### src/hw/rtl/i2cmbe_pkg.sv
// ----------------------------------------------------------------------------
// i2cmbe_pkg
// Shared types and codes for the I2C master byte engine.
// ----------------------------------------------------------------------------
package i2cmbe_pkg;

	// operation codes carried by an input request
	localparam logic [2:0] OP_TICK  = 3'd0;
	localparam logic [2:0] OP_START = 3'd1;
	localparam logic [2:0] OP_STOP  = 3'd2;
	localparam logic [2:0] OP_WRITE = 3'd3;
	localparam logic [2:0] OP_READ  = 3'd4;

	// configuration register indexes
	localparam logic REG_ACK_WAIT_LIMIT = 1'b0;

	localparam logic [9:0] ACK_WAIT_LIMIT_RST = 10'd500;

	// bit-phase sequencer states
	typedef enum logic [4:0] {
		PH_IDLE = 5'd0,
		PH_ST0  = 5'd1,
		PH_ST1  = 5'd2,
		PH_ST2  = 5'd3,
		PH_SP0  = 5'd4,
		PH_SP1  = 5'd5,
		PH_WA   = 5'd6,
		PH_WB   = 5'd7,
		PH_WC   = 5'd8,
		PH_A0   = 5'd9,
		PH_A1   = 5'd10,
		PH_A2   = 5'd11,
		PH_A3   = 5'd12,
		PH_R0   = 5'd13,
		PH_RA   = 5'd14,
		PH_RB   = 5'd15,
		PH_K0   = 5'd16,
		PH_K1   = 5'd17,
		PH_K2   = 5'd18,
		PH_K3   = 5'd19
	} phase_t;

	// one input request (one bit-time tick)
	typedef struct packed {
		logic [2:0] operation;
		logic [7:0] data_byte;
		logic       ack_after_read;
		logic       sda_sample;
	} item_t;

	// one result
	typedef struct packed {
		logic       scl_level;
		logic       sda_level;
		logic       sda_released;
		logic       busy_res;
		logic       done_res;
		logic [7:0] read_data;
		logic       ack_received;
		logic       command_rejected;
	} res_t;

endpackage

### src/hw/rtl/i2cmbe_core.sv
// ----------------------------------------------------------------------------
// i2cmbe_core
// Bit-phase sequencer: runs one phase per tick and holds the engine state.
// ----------------------------------------------------------------------------
module i2cmbe_core (
	input  logic               clk,
	input  logic               arst_n,
	input  logic               fire,
	input  i2cmbe_pkg::item_t  item,
	input  logic [9:0]         ack_wait_limit,
	output i2cmbe_pkg::res_t   res
);
	import i2cmbe_pkg::*;

	phase_t     phase_q, phase_d;
	logic [2:0] bit_cnt_q, bit_cnt_d;
	logic [7:0] shift_q, shift_d;
	logic [9:0] wait_cnt_q, wait_cnt_d;
	logic       send_ack_q, send_ack_d;
	logic       scl_q, scl_d;
	logic       sdo_q, sdo_d;
	logic       rel_q, rel_d;
	logic [7:0] last_read_q, last_read_d;
	logic       last_ack_q, last_ack_d;

	logic       is_cmd;
	logic       done;
	logic [7:0] rd_shift;

	// next state for one tick
	always_comb begin
		phase_d     = phase_q;
		bit_cnt_d   = bit_cnt_q;
		shift_d     = shift_q;
		wait_cnt_d  = wait_cnt_q;
		send_ack_d  = send_ack_q;
		scl_d       = scl_q;
		sdo_d       = sdo_q;
		rel_d       = rel_q;
		last_read_d = last_read_q;
		last_ack_d  = last_ack_q;
		done        = 1'b0;
		rd_shift    = {shift_q[6:0], item.sda_sample};
		is_cmd      = (item.operation == OP_START) || (item.operation == OP_STOP) ||
			(item.operation == OP_WRITE) || (item.operation == OP_READ);

		// command launch from idle; the launching tick runs the first phase
		if (phase_q == PH_IDLE && is_cmd) begin
			bit_cnt_d = 3'd0;
			case (item.operation)
				OP_START: phase_d = PH_ST0;
				OP_STOP:  phase_d = PH_SP0;
				OP_WRITE: begin
					shift_d = item.data_byte;
					phase_d = PH_WA;
				end
				default: begin
					send_ack_d = item.ack_after_read;
					phase_d    = PH_R0;
				end
			endcase
		end

		unique case (phase_d)
			PH_ST0: begin
				rel_d = 1'b0; sdo_d = 1'b1; scl_d = 1'b1;
				phase_d = PH_ST1;
			end
			PH_ST1: begin
				sdo_d = 1'b0;
				phase_d = PH_ST2;
			end
			PH_ST2: begin
				scl_d = 1'b0;
				phase_d = PH_IDLE;
				done = 1'b1;
			end
			PH_SP0: begin
				rel_d = 1'b0; sdo_d = 1'b0; scl_d = 1'b1;
				phase_d = PH_SP1;
			end
			PH_SP1: begin
				sdo_d = 1'b1;
				phase_d = PH_IDLE;
				done = 1'b1;
			end
			// write: data bit, clock high, clock low
			PH_WA: begin
				rel_d   = 1'b0;
				sdo_d   = shift_d[7];
				shift_d = {shift_d[6:0], 1'b0};
				phase_d = PH_WB;
			end
			PH_WB: begin
				scl_d = 1'b1;
				phase_d = PH_WC;
			end
			PH_WC: begin
				scl_d = 1'b0;
				if (bit_cnt_d == 3'd7) begin
					bit_cnt_d = 3'd0;
					phase_d   = PH_A0;
				end else begin
					bit_cnt_d = bit_cnt_d + 3'd1;
					phase_d   = PH_WA;
				end
			end
			// acknowledge poll
			PH_A0: begin
				rel_d = 1'b1;
				wait_cnt_d = 10'd0;
				phase_d = PH_A1;
			end
			PH_A1: begin
				scl_d = 1'b1;
				phase_d = PH_A2;
			end
			PH_A2: begin
				if (!item.sda_sample) begin
					last_ack_d = 1'b1;
					phase_d    = PH_A3;
				end else if (wait_cnt_d >= ack_wait_limit) begin
					last_ack_d = 1'b0;
					phase_d    = PH_A3;
				end else begin
					wait_cnt_d = wait_cnt_d + 10'd1;
				end
			end
			PH_A3: begin
				scl_d = 1'b0;
				rel_d = 1'b0;
				if (last_ack_d) begin
					phase_d = PH_IDLE;
					done    = 1'b1;
				end else begin
					phase_d = PH_SP0;
				end
			end
			// read: release, then clock in eight bits
			PH_R0: begin
				rel_d = 1'b1;
				bit_cnt_d = 3'd0;
				shift_d = 8'd0;
				phase_d = PH_RA;
			end
			PH_RA: begin
				scl_d = 1'b1;
				phase_d = PH_RB;
			end
			PH_RB: begin
				shift_d = rd_shift;
				scl_d   = 1'b0;
				if (bit_cnt_d == 3'd7) begin
					bit_cnt_d   = 3'd0;
					last_read_d = rd_shift;
					phase_d     = PH_K0;
				end else begin
					bit_cnt_d = bit_cnt_d + 3'd1;
					phase_d   = PH_RA;
				end
			end
			// master ACK / NACK after read
			PH_K0: begin
				rel_d = 1'b0;
				sdo_d = ~send_ack_d;
				phase_d = PH_K1;
			end
			PH_K1: begin
				scl_d = 1'b1;
				phase_d = PH_K2;
			end
			PH_K2: begin
				scl_d = 1'b0;
				if (send_ack_d) begin
					phase_d = PH_K3;
				end else begin
					phase_d = PH_IDLE;
					done    = 1'b1;
				end
			end
			PH_K3: begin
				sdo_d = 1'b1;
				phase_d = PH_IDLE;
				done = 1'b1;
			end
			default: phase_d = PH_IDLE;
		endcase

		res.scl_level        = scl_d;
		res.sda_level        = sdo_d;
		res.sda_released     = rel_d;
		res.busy_res         = (phase_q != PH_IDLE) || is_cmd;
		res.done_res         = done;
		res.read_data        = last_read_d;
		res.ack_received     = last_ack_d;
		res.command_rejected = (phase_q != PH_IDLE) && is_cmd;
	end

	// state register, advanced once per processed tick
	always_ff @(posedge clk or negedge arst_n) begin
		if (!arst_n) begin
			phase_q     <= PH_IDLE;
			bit_cnt_q   <= 3'd0;
			shift_q     <= 8'd0;
			wait_cnt_q  <= 10'd0;
			send_ack_q  <= 1'b0;
			scl_q       <= 1'b1;
			sdo_q       <= 1'b1;
			rel_q       <= 1'b0;
			last_read_q <= 8'd0;
			last_ack_q  <= 1'b0;
		end else if (fire) begin
			phase_q     <= phase_d;
			bit_cnt_q   <= bit_cnt_d;
			shift_q     <= shift_d;
			wait_cnt_q  <= wait_cnt_d;
			send_ack_q  <= send_ack_d;
			scl_q       <= scl_d;
			sdo_q       <= sdo_d;
			rel_q       <= rel_d;
			last_read_q <= last_read_d;
			last_ack_q  <= last_ack_d;
		end
	end

endmodule

### src/hw/rtl/i2c_master_byte_engine.sv
// ----------------------------------------------------------------------------
// i2c_master_byte_engine
// I2C master byte engine: one bit-phase per request, drives SCL/SDA levels.
//
//   channel | signals                                   | direction
//   in      | in_valid/in_stall + request fields        | into block
//   out     | out_valid/out_stall + result fields       | out of block
//   cfg     | APB psel/penable/pwrite/paddr/pwdata      | register access
//
// One request per cycle unless out stalls; a request passes the input register,
// then the phase sequencer writes the result register. The sequencer state
// updates in the cycle a request moves into the result register.
// Reset: phase idle, SCL and SDA high and driven, ack_wait_limit 500.
// A stall on out holds the result register and backs up into in_stall.
// ----------------------------------------------------------------------------
module i2c_master_byte_engine (
	input  logic       clk,
	input  logic       arst_n,
	// input channel
	input  logic       in_valid,
	output logic       in_stall,
	input  logic [2:0] operation,
	input  logic [7:0] data_byte,
	input  logic       ack_after_read,
	input  logic       sda_sample,
	// output channel
	output logic       out_valid,
	input  logic       out_stall,
	output logic       scl_level,
	output logic       sda_level,
	output logic       sda_released,
	output logic       busy_res,
	output logic       done_res,
	output logic [7:0] read_data,
	output logic       ack_received,
	output logic       command_rejected,
	// configuration
	input  logic       psel,
	input  logic       penable,
	input  logic       pwrite,
	input  logic [2:0] paddr,
	input  logic [31:0] pwdata,
	output logic [31:0] prdata,
	output logic       pready
);
	import i2cmbe_pkg::*;

	logic       valid_s1;
	item_t      item_s1;
	logic       valid_s2;
	res_t       res_s2;
	res_t       res_c;
	logic       advance;
	logic       fire;
	logic [9:0] ack_wait_limit_q;

	assign advance  = !valid_s2 || !out_stall;
	assign fire     = valid_s1 && advance;
	assign in_stall = valid_s1 && !advance;

	// input register
	always_ff @(posedge clk or negedge arst_n) begin
		if (!arst_n) begin
			valid_s1 <= 1'b0;
		end else if (!in_stall) begin
			valid_s1 <= in_valid;
		end
	end

	always_ff @(posedge clk) begin
		if (in_valid && !in_stall) begin
			item_s1 <= '{operation, data_byte, ack_after_read, sda_sample};
		end
	end

	i2cmbe_core u_core (
		.clk            (clk),
		.arst_n         (arst_n),
		.fire           (fire),
		.item           (item_s1),
		.ack_wait_limit (ack_wait_limit_q),
		.res            (res_c)
	);

	// result register
	always_ff @(posedge clk or negedge arst_n) begin
		if (!arst_n) begin
			valid_s2 <= 1'b0;
		end else if (advance) begin
			valid_s2 <= valid_s1;
		end
	end

	always_ff @(posedge clk) begin
		if (fire) begin
			res_s2 <= res_c;
		end
	end

	assign out_valid        = valid_s2;
	assign scl_level        = res_s2.scl_level;
	assign sda_level        = res_s2.sda_level;
	assign sda_released     = res_s2.sda_released;
	assign busy_res         = res_s2.busy_res;
	assign done_res         = res_s2.done_res;
	assign read_data        = res_s2.read_data;
	assign ack_received     = res_s2.ack_received;
	assign command_rejected = res_s2.command_rejected;

	// configuration register
	assign pready = 1'b1;

	always_ff @(posedge clk or negedge arst_n) begin
		if (!arst_n) begin
			ack_wait_limit_q <= ACK_WAIT_LIMIT_RST;
		end else if (psel && penable && pwrite && pready && paddr[2] == REG_ACK_WAIT_LIMIT) begin
			ack_wait_limit_q <= pwdata[9:0];
		end
	end

	always_comb begin
		prdata = 32'd0;
		if (paddr[2] == REG_ACK_WAIT_LIMIT) begin
			prdata = {22'd0, ack_wait_limit_q};
		end
	end

	// low address bits are not used; paddr[2] selects the register
	logic unused_addr;
	assign unused_addr = ^paddr[1:0];

endmodule

### config.mk
export PLATFORM = sky130hd
export DESIGN_NAME = i2c_master_byte_engine
export DESIGN_NICKNAME = d
export VERILOG_FILES = /design/src/hw/rtl/i2cmbe_pkg.sv /design/src/hw/rtl/i2cmbe_core.sv /design/src/hw/rtl/i2c_master_byte_engine.sv
export SDC_FILE = /design/constraint.sdc
export NUM_CORES = 1
export LEC_CHECK = 0
export BUFFER_PORTS_ARGS = -buffer_cell sky130_fd_sc_hd__buf_2
export CAP_MARGIN = 20
export CORE_ASPECT_RATIO = 2
export CORE_UTILIZATION = 60
export CTS_BUF_LIST = sky130_fd_sc_hd__clkbuf_4 sky130_fd_sc_hd__clkbuf_8
export CTS_CLUSTER_SIZE = 28
export DETAILED_ROUTE_END_ITERATION = 10
export GPL_ROUTABILITY_DRIVEN = 0
export GPL_TIMING_DRIVEN = 0
export PLACE_DENSITY_LB_ADDON = 0.15
export SYNTH_ARGS = -nofsm -noshare
export SYNTH_HDL_FRONTEND = slang
export SYNTH_SLANG_ARGS = --single-unit
export TNS_END_PERCENT = 30
### constraint.sdc
create_clock -name clk -period 8.5 [get_ports clk]
set_clock_uncertainty 0.2 [all_clocks]
set_input_delay 0.85 -clock clk [delete_from_list [all_inputs] [get_ports clk]]
set_output_delay 0.85 -clock clk [all_outputs]
set_load 0.02 [all_outputs]
# --- Yosys cells after proc, flatten, opt, wreduce, memory -nomap -nowiden ---
# Cells that the tools add are included.
word_totals:
  register_bits: 79
  output_inout_bits: 50
  input_bits: 55
op_classes:
  n_bitwise: 2
  n_reduce_logical: 30
  muxes: 32
  magnitude_cmp: 1
  n_eq_ne: 26
  n_addsub: 2
op_table:
  columns: ["op", "count"]
  rows:
  - ["5-bit one-hot mux with 16 select lines", 1]
  - ["5-bit by 4-bit == test with 1-bit output (second input constant)", 8]
  - ["8-bit 2-to-1 mux", 4]
  - ["10-bit 2-to-1 mux", 3]
  - ["5-bit 2-to-1 mux", 5]
  - ["8-bit one-hot mux with 3 select lines", 1]
  - ["5-bit by 3-bit == test with 1-bit output (second input constant)", 4]
  - ["5-bit == test (second input constant)", 4]
  - ["10-bit one-hot mux with 2 select lines", 1]
  - ["4-bit one-hot mux with 3 select lines", 1]
  - ["10-bit by 1-bit adder with 10-bit output (second input constant)", 1]
  - ["5-bit by 2-bit == test with 1-bit output (second input constant)", 2]
  - ["10-bit >= comparator", 1]
  - ["5-bit OR reduction", 2]
  - ["3-bit 2-to-1 mux", 3]
  - ["3-bit OR reduction", 3]
  - ["1-bit logical AND", 8]
  - ["1-bit 2-to-1 mux", 7]
  - ["3-bit by 2-bit == test with 1-bit output (second input constant)", 2]
  - ["3-bit == test (second input constant)", 2]
  - ["3-bit one-hot mux with 2 select lines", 1]
  - ["2-bit OR reduction", 3]
  - ["6-bit OR reduction", 1]
  - ["5-bit by 1-bit == test with 1-bit output (second input constant)", 1]
  - ["14 further kinds", 24]

# --- Longest topological paths before layout ---
depth:
  depth_word: 9
  depth_mapped: 11
  mapped_depth_nobuf: 10

# --- Modules after synthesis ---
# From an unflattened synthesis, not the netlist that was laid out.
hier_totals:
  hier_cells: 437
  area_unflattened_um2: 4596.9
modules_own_cells:
  columns: ["mod", "seq_area_each_um2", "n_inst", "area_each_um2", "cells_per_inst"]
  rows:
  - ["i2cmbe_core", 978.4, 1, 2980.4, 343]
  - ["i2c_master_byte_engine", 1148.6, 1, 1616.6, 94]

# --- Worst setup path after synthesis ---
# No wires, ideal clock.
synth_path:
  kind: "in2reg"
  from: "in out_stall"
  to: "reg u_core.last_read_q[0]"
  required_ns: 8.175
  path_stages: 6
  t_arrival_ns: 2.521
  path_buffers: 1
  path_slack_ns: 5.654
  setup_ns: 0.125
  path_cell_list: "nand2_1 > nand2_1 > inv_1 > clkbuf_1 > nand3_1 > mux2_2"
synth_between:
  elab_chain_len: 3
synth_rtl:
  columns: ["element", "line", "text"]
  rows:
  - ["from (decl)", "i2c_master_byte_engine.sv:28", "input logic out_stall,"]
  - ["1-bit logical NOT", "i2c_master_byte_engine.sv:57", "assign advance = !valid_s2 || !out_stall;"]
  - ["1-bit logical OR", "i2c_master_byte_engine.sv:57", null]
  - ["1-bit logical AND", "i2c_master_byte_engine.sv:58", "assign fire = valid_s1 && advance;"]
  - ["named net fire", "i2c_master_byte_engine.sv:54", "logic fire;"]
  - ["to (signal assigned)", "i2cmbe_core.sv:221", "last_read_q <= last_read_d;"]
  - ["to (decl)", "i2cmbe_core.sv:23", "logic [7:0] last_read_q, last_read_d;"]
# The timed path passes the listed nets, and every way through them passes these cells.
# A chain may end at the register's enable or synchronous reset.

==> out/qor.tcl <==
set qor(outcome) {complete, no violations}
set qor(synthAdderAreaFrac_pct) 3.68
set qor(number_of_global_route_vias_before_repair) 3512
set qor(globalRouteTotalUtil_pct) 29.1
set qor(cpMaxStageDelayCell) {sky130_fd_sc_hd__mux2_2}
set qor(fp.dieArea_um2) 7740
set qor(max_freq_mhz) 315
set qor(synth_cell_types) 74
set qor(synthFlopType) {sky130_fd_sc_hd__dfrtp_1}
set qor(floorplan.initialDensity_pct) 62.7
set qor(share_of_async_settable_or_async_resettable_flops_after_synthesis_pct) 64.6
set qor(synth.area.mux_share_pct) 9.62
set qor(max_ir_drop_vdd_v) 0.000165
set qor(synth_compound_area_share_pct) 14.7
set qor(worstSetupStartpointType) {flop}
set qor(cts_inserted_buffers) 9
set qor(worst_ep_required_time_ns) 8.42
set qor(antenna_cells_inserted) 0
set qor(yosysWarnings) 0
set qor(slew_viol_final) 0
set qor(post-cts-setup-buffers) 0
set qor(grt_antenna_before_repair) 0
set qor(dieHeight_um) 123
set qor(die-width_um) 62.7
set qor(worstSetupPathType) {flop to flop}
set qor(powerDensity_nw_per_um2) 252
set qor(routed_wl_um) 10400
set qor(cp-end-kind) {flop}
set qor(placed_cell_area_um2) 4930
set qor(postCtsHoldBufs) 0
set qor(clk_pin_slew_worst_paths_ns) 0.09
set qor(syn_area_um2) 4420
set qor(synth_seq_area_share_pct) 48.1
set qor(synth-simple-area-share_pct) 15.9
set qor(cts.sink_count) 79
set qor(power.leakage_nw) 2.35
set qor(fin_crit_sh_pct) 37.3
set qor(buffer_ports.inserted) 57
set qor(setup_tns_ns) 0
set qor(ctsRootBufferMaster) {sky130_fd_sc_hd__clkbuf_8}
set qor(core_region_area_um2) 7050
set qor(holdWs_ns) 0.188
set qor(final_cell_area_um2) 5130
set qor(area_delta_synth_final_pct) 16.1
set qor(hold_violations) 0
set qor(synth_area_per_cell_um2) 10.7
set qor(place_hpwl_um) 7660
set qor(postSynthCellCount) 412
set qor(combinational_family_with_the_most_area_after_synthesis) {simple AND/OR/NAND/NOR gates}
set qor(critical_path_peak_fanout) 9
set qor(cts-resized-gates) 0
set qor(drc_errors) 0
set qor(fp-row-count) 43
set qor(worst-r2r-setup-slack_ns) 5.33
set qor(post-route-util_pct) 72.8
set qor(worstReg2RegStart) {u_core.phase_q[1]$_DFFE_PN0P_}
set qor(cts_tree) {built}
set qor(post_synth_xor_area_fraction_pct) 0.793
set qor(pin_count) 105
set qor(route.vias.total) 3542
set qor(final_layout_size_suffix_gt1_share_pct) 31.3
set qor(slew_headroom_pct) 50.4
set qor(ant_nets) 0
set qor(synth_largest_area_cell) {sky130_fd_sc_hd__dfrtp_1}
set qor(drv.max_cap_violation_count) 0
set qor(cell_types_with_the_largest_area_share_after_synthesis) {sky130_fd_sc_hd__dfrtp_1, sky130_fd_sc_hd__edfxtp_1, sky130_fd_sc_hd__mux2_2, sky130_fd_sc_hd__dfstp_2, sky130_fd_sc_hd__buf_4}
set qor(timing.rr.end) {read_data[7]$_DFFE_PP_}
set qor(layout.filler_cells) 531
set qor(crit_path_max_incr_delay_ns) 0.39
set qor(grt_overflow_total) 0
set qor(htreeDepth) 3
set qor(yosysTopAreaCellShare_pct) 24.3
set qor(report.final.setup_viol) 0
set qor(cts-root-to-sink-buffers) 2
set qor(num-nets-final) 571
set qor(drt-pass1-iter-count) 5
set qor(drt-initial-drc-count) 349
set qor(grt_setup_unrepaired) {no}
set qor(grt_start_max_net_pins) 38
set qor(timing.final.crit_period_ns) 3.17
set qor(worst_max_slew_pin_slew_ns) 0.745
set qor(synth-seq-cells) 79
set qor(rr_worst_depth) 9
set qor(worstHoldPathType) {input port to asynchronous set/reset pin}
set qor(arrival_worst_endpoint_ns) 3.09
set qor(clock_network_latency_to_the_later_pin_of_the_worst_skew_pair_ns) 0.37
set qor(avgViaCountPerCell) 5.92
set qor(wl_per_cell_um) 17.4
set qor(path_cells) {buf_2, or2_1, nor3_4, nand2_1, and2_1, ha_1, ha_1, nand2_1, mux2_2}
set qor(number_of_synthesized_flops_with_an_enable_pin) 28
set qor(grt_pass1_wl_um) 16800
## routing by layer
layer	vias up	wire length [um]	part of all wire, %	track usage (%)
met5	-	0	0	0
met4	0	528	5.1	18.2
met3	48	541	5.2	6.00
met2	168	5640	54	52.6
met1	1692	3680	35	30.4
li1	1634	-	-	-
## cells in the mapped netlist, types with 3 or more instances
| master | n |
|---|---|
| sky130_fd_sc_hd__nor3_1 | 4 |
| sky130_fd_sc_hd__inv_1 | 17 |
| sky130_fd_sc_hd__o31ai_1 | 3 |
| sky130_fd_sc_hd__mux2_2 | 27 |
| sky130_fd_sc_hd__xor2_1 | 3 |
| sky130_fd_sc_hd__clkbuf_1 | 4 |
| sky130_fd_sc_hd__and3_1 | 4 |
| sky130_fd_sc_hd__a31oi_1 | 3 |
| sky130_fd_sc_hd__buf_2 | 7 |
| sky130_fd_sc_hd__a22o_1 | 9 |
| sky130_fd_sc_hd__nor2b_1 | 6 |
| sky130_fd_sc_hd__nand2_1 | 31 |
| sky130_fd_sc_hd__dfrtp_1 | 43 |
| sky130_fd_sc_hd__o21ai_1 | 3 |
| sky130_fd_sc_hd__and2_1 | 6 |
| sky130_fd_sc_hd__buf_4 | 24 |
| sky130_fd_sc_hd__ha_1 | 13 |
| sky130_fd_sc_hd__or3_1 | 8 |
| sky130_fd_sc_hd__a21oi_1 | 16 |
| sky130_fd_sc_hd__nand2b_1 | 4 |
| sky130_fd_sc_hd__nor2_1 | 35 |
| sky130_fd_sc_hd__dfstp_2 | 8 |
| sky130_fd_sc_hd__edfxtp_1 | 28 |
| sky130_fd_sc_hd__o21ai_0 | 21 |
| sky130_fd_sc_hd__nand4_1 | 3 |
| sky130_fd_sc_hd__mux2_1 | 9 |
| sky130_fd_sc_hd__a41oi_1 | 3 |
| sky130_fd_sc_hd__nand3_1 | 9 |
## critical path: cells and delay by family (launching register included)
kind,cells,cell delay [ns]
and+or+nand+nor,5,1.29
adders and majority gates,2,0.49
DFF,1,0.36
muxes,1,0.39
buffers and inverters,1,0.18
## cell type report
cell class              instances  area [um2]  share of cell area (%)
plain buffers                  38         243                    4.73
multi-input cells             299        2070                    40.2
well taps                      90         113                    2.19
clock inverters                 6        68.8                    1.34
repair buffers                 59         320                    6.24
flip-flops and latches         79        2130                    41.4
inverters                      17        63.8                    1.24
clock buffers                  10         131                    2.56
## stage by stage
step,setup WS [ns],std cells,total power [W]
finish,5.33,598,0.00129
global route,5.19,598,0.00136
CTS,5.34,598,0.00128
detailed placement,5.26,582,0.000993
global placement,4.82,580,0.000977
floorplan,5.65,433,0.000858
## cell families (layout without fill, tap and decap cells)
logic type | count (synthesis) | after routing
compound gates | 90 | 90
xor+xnor | 4 | 4
fa+ha+maj | 13 | 13
buf+inv | 55 | 130
flops | 79 | 79
mux | 38 | 38
other cells | 2 | 23
simple gates | 131 | 131
## worst max path at each step
stage | from | endpoint | cells after the start
global placement | out_stall | u_core.last_read_q[5]$_DFFE_PN0P_ | 7
floorplan | out_stall | u_core.last_read_q[0]$_DFFE_PN0P_ | 6
global route | u_core.phase_q[1]$_DFFE_PN0P_ | read_data[7]$_DFFE_PP_ | 9
detailed placement | out_stall | u_core.last_read_q[4]$_DFFE_PN0P_ | 8
CTS | u_core.phase_q[1]$_DFFE_PN0P_ | read_data[7]$_DFFE_PP_ | 9
finish | u_core.phase_q[1]$_DFFE_PN0P_ | read_data[7]$_DFFE_PP_ | 9
## layout by cell type, fill, tap and decap left out, types with 8 or more instances in the layout
cell type and n:
sky130_fd_sc_hd__a21oi_1 16, sky130_fd_sc_hd__a22o_1 9, sky130_fd_sc_hd__buf_2 64, sky130_fd_sc_hd__buf_4 24, sky130_fd_sc_hd__clkbuf_8 9, sky130_fd_sc_hd__conb_1 23
sky130_fd_sc_hd__dfrtp_1 43, sky130_fd_sc_hd__dfstp_2 8, sky130_fd_sc_hd__edfxtp_1 28, sky130_fd_sc_hd__ha_1 13, sky130_fd_sc_hd__inv_1 17, sky130_fd_sc_hd__mux2_1 9
sky130_fd_sc_hd__mux2_2 27, sky130_fd_sc_hd__nand2_1 31, sky130_fd_sc_hd__nand3_1 9, sky130_fd_sc_hd__nor2_1 35, sky130_fd_sc_hd__o21ai_0 21, sky130_fd_sc_hd__or3_1 8
## power breakdown
group | internal (W) | total [W] | leakage [nW] | switching (W)
Sequential | 0.000466 | 0.000506 | 0.924 | 0.0000397
Combinational | 0.000175 | 0.000497 | 1.32 | 0.000322
Clock | 0.000141 | 0.000288 | 0.101 | 0.000147
Total | 0.000783 | 0.00129 | 2.35 | 0.000509
## sequential cells by signal, summed over array words and instances (netlist names), 3 cells and up
name                cells
item_s1                13
ack_wait_limit_q       10
u_core.wait_cnt_q      10
read_data               8
u_core.last_read_q      8
u_core.shift_q          8
u_core.phase_q          5
u_core.bit_cnt_q        3
No activity file was read; power rests on OpenSTA's default activity.
